### config.mk
export PLATFORM = sky130hd
export DESIGN_NAME = fthgr_div
export DESIGN_NICKNAME = d
export VERILOG_FILES = /design/src/rtl/fthgr_div.sv
export SDC_FILE = /design/constraint.sdc
export NUM_CORES = 1
export LEC_CHECK = 0
export ABC_AREA = 0
export BUFFER_PORTS_ARGS = -buffer_cell sky130_fd_sc_hd__buf_2
export CAP_MARGIN = 20
export CORE_ASPECT_RATIO = 0.6
export CORE_MARGIN = 2
export CORE_UTILIZATION = 55
export DETAILED_ROUTE_END_ITERATION = 6
export GPL_ROUTABILITY_DRIVEN = 0
export HOLD_SLACK_MARGIN = 0.1
export PLACE_DENSITY_LB_ADDON = 0.12
export RECOVER_POWER = 100
export SLEW_MARGIN = 20
export SYNTH_ARGS = -nofsm -noshare
export SYNTH_HDL_FRONTEND = slang
export SYNTH_SLANG_ARGS = --single-unit
### constraint.sdc
create_clock -name clk -period 6.11 [get_ports clk]
set_input_delay 0.611 -clock clk [delete_from_list [all_inputs] [get_ports clk]]
set_output_delay 0.611 -clock clk [all_outputs]
set_load 0.05 [all_outputs]
### src/rtl/fthgr_div.sv
// serial restoring divider, one quotient bit per cycle
// standalone, no package needed

module fthgr_div #(
    parameter int DIVIDEND_W = 33,
    parameter int DIVISOR_W  = 9
) (
    input  logic                  clk,
    input  logic                  rst_n,
    input  logic                  start,
    input  logic [DIVIDEND_W-1:0] dividend,
    input  logic [DIVISOR_W-1:0]  divisor,
    output logic                  busy,
    output logic [DIVIDEND_W-1:0] quotient
);

    localparam int CNT_W = $clog2(DIVIDEND_W + 1);

    logic [DIVISOR_W-1:0]  rem_reg;
    logic [DIVIDEND_W-1:0] quo_reg;
    logic [CNT_W-1:0]      cnt_reg;
    logic                  busy_reg;

    logic [DIVISOR_W:0] rem_shift;
    logic [DIVISOR_W:0] rem_diff;
    logic               fits;

    assign rem_shift = {rem_reg, quo_reg[DIVIDEND_W-1]};
    assign rem_diff  = rem_shift - {1'b0, divisor};
    assign fits      = rem_shift >= {1'b0, divisor};

    always_ff @(posedge clk or negedge rst_n)
    begin
        if (!rst_n)
        begin
            busy_reg <= 1'b0;
            cnt_reg  <= '0;
        end
        else if (start)
        begin
            busy_reg <= 1'b1;
            cnt_reg  <= CNT_W'(DIVIDEND_W);
        end
        else if (busy_reg)
        begin
            cnt_reg <= cnt_reg - 1'b1;
            if (cnt_reg == CNT_W'(1))
            begin
                busy_reg <= 1'b0;
            end
        end
    end

    always_ff @(posedge clk)
    begin
        if (start)
        begin
            rem_reg <= '0;
            quo_reg <= dividend;
        end
        else if (busy_reg)
        begin
            // remainder stays below the divisor, so it fits the divisor width
            rem_reg <= fits ? rem_diff[DIVISOR_W-1:0] : rem_shift[DIVISOR_W-1:0];
            quo_reg <= {quo_reg[DIVIDEND_W-2:0], fits};
        end
    end

    assign busy     = busy_reg;
    assign quotient = quo_reg;

endmodule

* Yosys cells after proc, flatten, opt, wreduce, memory -nomap -nowiden *
Cells that the tools add are included.
W data, S select, Z words.

word-level totals
  input bits = 45
  logic and storage cells = 17
  output and inout bits = 34
  register bits after elaboration = 49

operators by class
  add/sub/neg operators = 2
  order comparisons = 1
  mux-type cells = 8
  equal/unequal tests = 1
  reductions and logical operators = 1

operators with widths
  kind                   count
  $mux W33               2
  $mux W6                2
  $ge A10 B9 Y1          1
  $mux W9                1
  $sub A9 B9 Y9          1
  $eq A6 B1 Y1 const B   1
  $sub A6 B1 Y6 const B  1
  $mux W1                3
  $reduce_bool A2 Y1     1

* Logic depth before layout (Yosys ltp) *
Gate-level depths: netlist of run 1.

  depth in word-level cells = 4
  depth in mapped cells = 10
  gate-level depth less buffers = 9

* Worst setup path after synthesis of run 1 *
OpenSTA, ideal clock, no wires.

  kind = reg2reg
  start point = register quo_reg[32], in the netlist quotient[32]
  end point = register rem_reg[1]
  buffers on the path = 1
  library setup time = 138 ps
  cell stages (with the launch flop) = 11
  arrival = 2506 ps
  data required time = 5972 ps
  setup slack = 3465 ps
  cell sequence = edfxtp_1 -> inv_1 -> ha_1 -> inv_1 -> fa_1 -> a211oi_4 -> o21ai_2 -> a211oi_4 -> buf_6 -> mux2i_1 -> a211oi_1

on the way
  cells in the longest elaborated chain, start to end = 2
  elaborated cells on any way between the ends = 3
  those cells by class = add/sub: 1; order compare: 1; mux: 1

ends and longest elaborated chain
  item                                            RTL line  text
  start: declaration                              20        logic [DIVIDEND_W-1:0] quo_reg;
  start signal: assignment                        59        quo_reg <= dividend;
  start signal: assignment                        65        quo_reg <= {quo_reg[DIVIDEND_W-2:0], fits};
  $sub A9 B9 Y9 or $ge A10 B9 Y1 (tied branches)  29, 30
  $mux W9 (*)                                     64        rem_reg <= fits ? rem_diff[DIVISOR_W-1:0] : rem_shift[DIVISOR_W-1:0];
  end signal: assignment                          64
  end: declaration                                19        logic [DIVISOR_W-1:0] rem_reg;

Every way passes the cells marked *; elsewhere a longest branch is shown, timed or not.
A chain may end at the register's enable or synchronous reset.

* Worst setup path after layout of run 1 *
  start point = input start
  end point = register quo_reg[7], in the netlist quotient[7] (enable)

on the way
  cells in the longest elaborated chain, start to end = 1

ends and longest elaborated chain
  item                                 RTL line  text
  start: declaration                   10        input logic start,
  $reduce_bool A2 Y1 (no source line)  n/a

No other way between the ends.

==> impl_metrics.json, run 1 <==
{
  "fin_ws_ps": 2030,
  "cts_tree": "done",
  "ctsLongestPathBuffers": 2,
  "max_freq_mhz": 245,
  "synth_seq_area_share_pct": 51.3,
  "required_ps": 5990,
  "critical-path-max-stage-delay_ps": 1710,
  "io_pins": 79,
  "final_cell_mix": "buf_2, clkbuf_1, edfxtp_1, mux2_2",
  "layout.nets": 346,
  "drive_gt1_share_pct": 30.3,
  "clk_pin_slew_ps": 90,
  "p_per_area_nw_per_um2": 463,
  "finalCritPeriodShare_pct": 66.8,
  "crit_arrival_ps": 3960,
  "wl_per_cell_um": 14.7,
  "crit_slowest_cell": "or2_0",
  "fp.dieH_um": 57.5,
  "initial_core_util_pct": 57.2,
  "vias": 1844,
  "synth-edff-count": 33,
  "setup_viol": 0,
  "drt.antenna.violating_nets": 0,
  "synth_area_leader_cell": "edfxtp_1",
  "grt_use_total_pct": 20.1,
  "core_um2": 4590,
  "synthFlopType": "edfxtp_1",
  "fp.dieArea_um2": 5360,
  "cts_inserted_buffers": 5,
  "post_cts_buffers": 0,
  "dr.pass1.iters": 4,
  "synth_area_leaders": "edfxtp_1, mux2_2, dfxtp_1, dfrtp_1, ha_1",
  "relSlewSlack_pct": -54.1,
  "htreeDepth": 2,
  "power.leakage_nw": 1.32,
  "drt-initial-drc-count": 81,
  "viasPerCell": 5.22,
  "startpoint": "start",
  "slew_viol_final": 98,
  "irDropWorstVdd_mv": 0.238,
  "clkLatencyLatePin_ps": 300,
  "cp_num_buf_inv": 1,
  "fin_skew_ps": 6.91,
  "path_cells": "clkbuf_1, or2_0",
  "post_cts_resized": 0,
  "cts.sinks": 49,
  "instances_no_fill": 353,
  "crit_family": "simple AND/OR/NAND/NOR gates",
  "diodes": 0,
  "dpl.hpwl_mm": 3.79,
  "port-buffer-count": 78,
  "chipWidth_um": 93.2,
  "status": "finished with violations",
  "largest_register_ffs": 33,
  "post-place-ws_ps": 3080,
  "grt_setup_unrepaired": "no",
  "synth-warning-count": 0,
  "antenna_found_initial": 0,
  "grt_first_pass_wirelength_mm": 8.16,
  "crit_fanout": 47,
  "avgSynthCellArea_um2": 12.3,
  "area_growth_pct": 18.5,
  "startpoint_type": "primary input",
  "overflow": 0,
  "syn-num-nets": 270,
  "routed_wl_mm": 5.18,
  "async_flop_share_pct": 14.3,
  "yosysUniqueCellTypes": 45,
  "maxCapViolCount": 3,
  "layout_min_cycle_time_ps": 4080,
  "tightestPinTransition_ps": 2310,
  "hold_slack_ps": 210,
  "fin_tns_setup_ps": 0,
  "violations": "capacitance limit, slew limit",
  "placementRows": 19,
  "end_kind": "register",
  "grt_max_degree": 48,
  "fin_total_pwr_mw": 1.44,
  "final_common_cell": "buf_2",
  "crit_type": "in2reg",
  "hold_violations": 0,
  "r2r-start": "quotient[32]",
  "synthCells": 213,
  "first_global_vias": 1627,
  "root_buffer": "clkbuf_8",
  "drc_errors": 0,
  "synth_top_area_share_pct": 37.8,
  "holdBufCountCts": 0,
  "dp.cells": 345,
  "hold_class": "in2async",
  "syn_area_um2": 2630,
  "ys_ff_latch": 49
}
[cell usage after synthesis, drive strengths merged (2+ instances only)]
cell type and n:
edfxtp 33, mux2 32, inv 15, nor2 15, ha 11, nand2 11, dfxtp 9, a211oi 8
a21oi 7, clkbuf 7, dfrtp 7, xor2 6, mux2i 5, nand3 5, a311oi 4, nand2b 3
nor2b 3, xnor2 3, a211o 2, buf 2, nor3b 2, nor4b 2, o211ai 2, o21ai 2
[through the flow]
step                instance area, um2  util [%]
floorplan                         2630         -
global placement                  3050      66.5
detailed placement                3050      66.5
CTS                               3190      69.4
global route                      3110      67.8
finish                            3110      67.8
[layer usage]
metal / up-vias / share of wire (%) / GRT usage (%)
met5: - / 0 / 0
met1: 842 / 54 / 31.7
met4: 0 / 0.75 / 5.04
met3: 5 / 4.8 / 4.62
li1: 948 / - / -
met2: 49 / 41 / 28.1
[power by group]
| group | internal [mW] | total, mW | switching [mW] |
|---|---|---|---|
| Clock | 0.163 | 0.270 | 0.107 |
| Combinational | 0.219 | 0.631 | 0.412 |
| Sequential | 0.464 | 0.540 | 0.0763 |
| Total | 0.846 | 1.44 | 0.596 |
[kinds of logic (layout without fill, tap and decap cells)]
group,count (synthesis),after routing,synth area share (%)
AO/OA/AOI/OAI,33,33,10.6
adder cells (fa/ha/maj),12,12,6.01
buffers and inverters,24,101,3.77
AND/OR/NAND/NOR,49,49,9.72
XOR/XNOR,9,9,3.00
flip-flops,49,49,51.3
multiplexers,37,37,15.6
[final cells by class]
cell class	count	area, um2
clock buffers	5	68.8
clock inverters	3	65.1
fillers	366	1480
inverters	15	56.3
multi-input cells	140	1150
flip-flops and latches	49	1350
well taps	63	78.8
repair buffers	78	345
[path summary, 6_finish.rpt]
path	to	slack, ps	cells past startpoint
setup / recovery	quotient[7]	2030	2
hold / removal	busy	210	1
setup reg to reg	rem_reg[3]	2080	9
hold reg to reg	rem_reg[7]	510	2
max in group asynchronous	cnt_reg[5]	5590	1
min in group clk	rem_reg[7]	510	2
Note: power is estimated with default switching activity, not from simulation.
==> run 2: changes to the inputs <==
--- a/config.mk
+++ b/config.mk
@@ -10,7 +10,7 @@
 export CAP_MARGIN = 20
 export CORE_ASPECT_RATIO = 0.6
 export CORE_MARGIN = 2
-export CORE_UTILIZATION = 55
+export CORE_UTILIZATION = 46
 export DETAILED_ROUTE_END_ITERATION = 6
 export GPL_ROUTABILITY_DRIVEN = 0
 export HOLD_SLACK_MARGIN = 0.1
==> constraint.sdc (replaced) <==
create_clock -name clk -period 3.4 [get_ports clk]
set_input_delay 0.34 -clock clk [delete_from_list [all_inputs] [get_ports clk]]
set_output_delay 0.34 -clock clk [all_outputs]
set_load 0.05 [all_outputs]
==> run 2 against run 1 <==
The flow now finishes without violations. Clock skew decreased by 0.71 ps. Power increased by 70%. Count of clock-buffer cells in the layout increased by 2. Core utilization decreased by 11 points. Largest cell class unchanged. Worst hold slack improved by 130 ps. Design area increased by 0.44%. First-iteration DRC count increased by 43%. Sequential share of layout area decreased by 0.19 points. Register-to-register slack got worse by 1600 ps. Critical path depth increased by 7. Clock power increased by 19%.
==> impl_metrics.json, run 2 (synthesis gave the netlist of run 1 again) <==
{
  "post_cts_buffers": 0,
  "htreeDepth": 2,
  "status": "completed",
  "finalCritPeriodShare_pct": 85.5,
  "placementRows": 21,
  "fin_tns_setup_ps": 0,
  "clkLatencyLatePin_ps": 290,
  "dr.pass1.iters": 4,
  "grt_setup_unrepaired": "no",
  "seq_area_um2": 1350,
  "dp.cells": 364,
  "io_pins": 79,
  "final_cell_mix": "buf_2, clkbuf_1, edfxtp_1, mux2_2",
  "crit_slowest_cell": "a211oi_4",
  "r2r-start": "quotient[32]",
  "max_freq_mhz": 344,
  "layout_min_cycle_time_ps": 2910,
  "critical-path-max-stage-delay_ps": 690,
  "p_per_area_nw_per_um2": 786,
  "ctsLongestPathBuffers": 2,
  "cts_tree": "done",
  "startpoint": "quotient[32]",
  "required_ps": 3590,
  "grt_use_total_pct": 15.9,
  "viasPerCell": 4.96,
  "crit_fanout": 13,
  "end_kind": "register",
  "dpl.hpwl_mm": 3.75,
  "instances_no_fill": 373,
  "maxCapViolCount": 0,
  "clk_pin_slew_ps": 90,
  "largest_register_ffs": 33,
  "wl_per_cell_um": 13.7,
  "layout.nets": 349,
  "n_fill_cell": 502,
  "first_global_vias": 1622,
  "overflow": 0,
  "crit_arrival_ps": 3090,
  "vias": 1849,
  "tightestPinTransition_ps": 1360,
  "cts_inserted_buffers": 5,
  "final_common_cell": "buf_2",
  "hold_violations": 0,
  "drc_errors": 0,
  "crit_type": "reg2reg",
  "relSlewSlack_pct": 9.16,
  "area_growth_pct": 19.1,
  "diodes": 0,
  "port-buffer-count": 78,
  "power.leakage_nw": 1.30,
  "path_cells": "inv_1, ha_1, inv_1, fa_1, a211oi_4, o21ai_0, a211oi_4, nor3b_1, a311o_1",
  "drt-initial-drc-count": 116,
  "grt_first_pass_wirelength_mm": 7.91,
  "initial_core_util_pct": 47.3,
  "slew_viol_final": 0,
  "startpoint_type": "register",
  "antenna_found_initial": 0,
  "fin_skew_ps": 6.20,
  "root_buffer": "clkbuf_8",
  "cts.sinks": 49,
  "chipWidth_um": 102,
  "core_um2": 5540,
  "min-delay-start": "dividend[12]",
  "irDropWorstVdd_mv": 0.393,
  "routed_wl_mm": 5.10,
  "multi_input_area_um2": 1180,
  "fp.dieH_um": 62.5,
  "grt_max_degree": 34,
  "fp.dieArea_um2": 6350,
  "setup_viol": 0,
  "hold_class": "in2reg",
  "drive_gt1_share_pct": 29.7,
  "drt.antenna.violating_nets": 0
}
## run 2: what timing repair did
item,in CTS,in global routing
endpoints found under the hold margin,7,0
resized for setup,0,0
hold buffers,1,0
## run 2: cell type report
type	count	share of cell area (%)
Sequential cell	49	43.1
Timing Repair Buffer	81	11.7
Clock inverter	1	0.120
Multi-Input combinational cell	140	37.6
Inverter	15	1.80
Clock buffer	7	2.44
Tap cell	80	3.20
## run 2: final timing paths
| kind | to | slack (ps) | cells after the start |
|---|---|---|---|
| setup / recovery | rem_reg[0] | 490 | 9 |
| hold / removal | quotient[12] | 340 | 2 |
| setup reg to reg | rem_reg[0] | 490 | 9 |
| hold reg to reg | rem_reg[7] | 510 | 2 |
| max in group asynchronous | cnt_reg[3] | 2630 | 2 |
| min in group asynchronous | cnt_reg[4] | 470 | 2 |
## run 2: metrics by stage
stage | utilization [%] | setup slack (ps) | power, mW | hold slack (ps) | area, um2
after floorplan | - | 755 | 1.92 | 44.4 | 2630
after global placement | 55.7 | 707 | 2.17 | 186 | 3090
after detailed placement | 55.7 | 630 | 2.17 | 184 | 3090
after CTS | 57.3 | 623 | 2.50 | 334 | 3180
after global routing | 56.4 | 260 | 2.61 | 335 | 3130
final | 56.4 | 492 | 2.46 | 339 | 3130
## run 2: layer usage
metal  track usage [%]  vias to the layer above  share of wire [%]
met2              21.6                       45                 41
li1                  -                      946                  -
met1              25.4                      856                 54
met4              2.53                        0               0.16
met5                 0                        -                  0
met3              4.25                        2                4.7
## run 2: where the power goes
| part | total [mW] | switching, mW | internal (mW) |
|---|---|---|---|
| clock network | 0.322 | 0.178 | 0.144 |
| registers | 0.970 | 0.138 | 0.832 |
| logic | 1.16 | 0.749 | 0.415 |
## run 2: worst max-delay path, delay by kind of cell, from the launching register on
family,cells,cell delay (ps)
AOI/OAI and AO/OA,4,1590
adders and majority gates,2,570
buffers and inverters,2,120
DFF,1,410
and+or+nand+nor,1,100
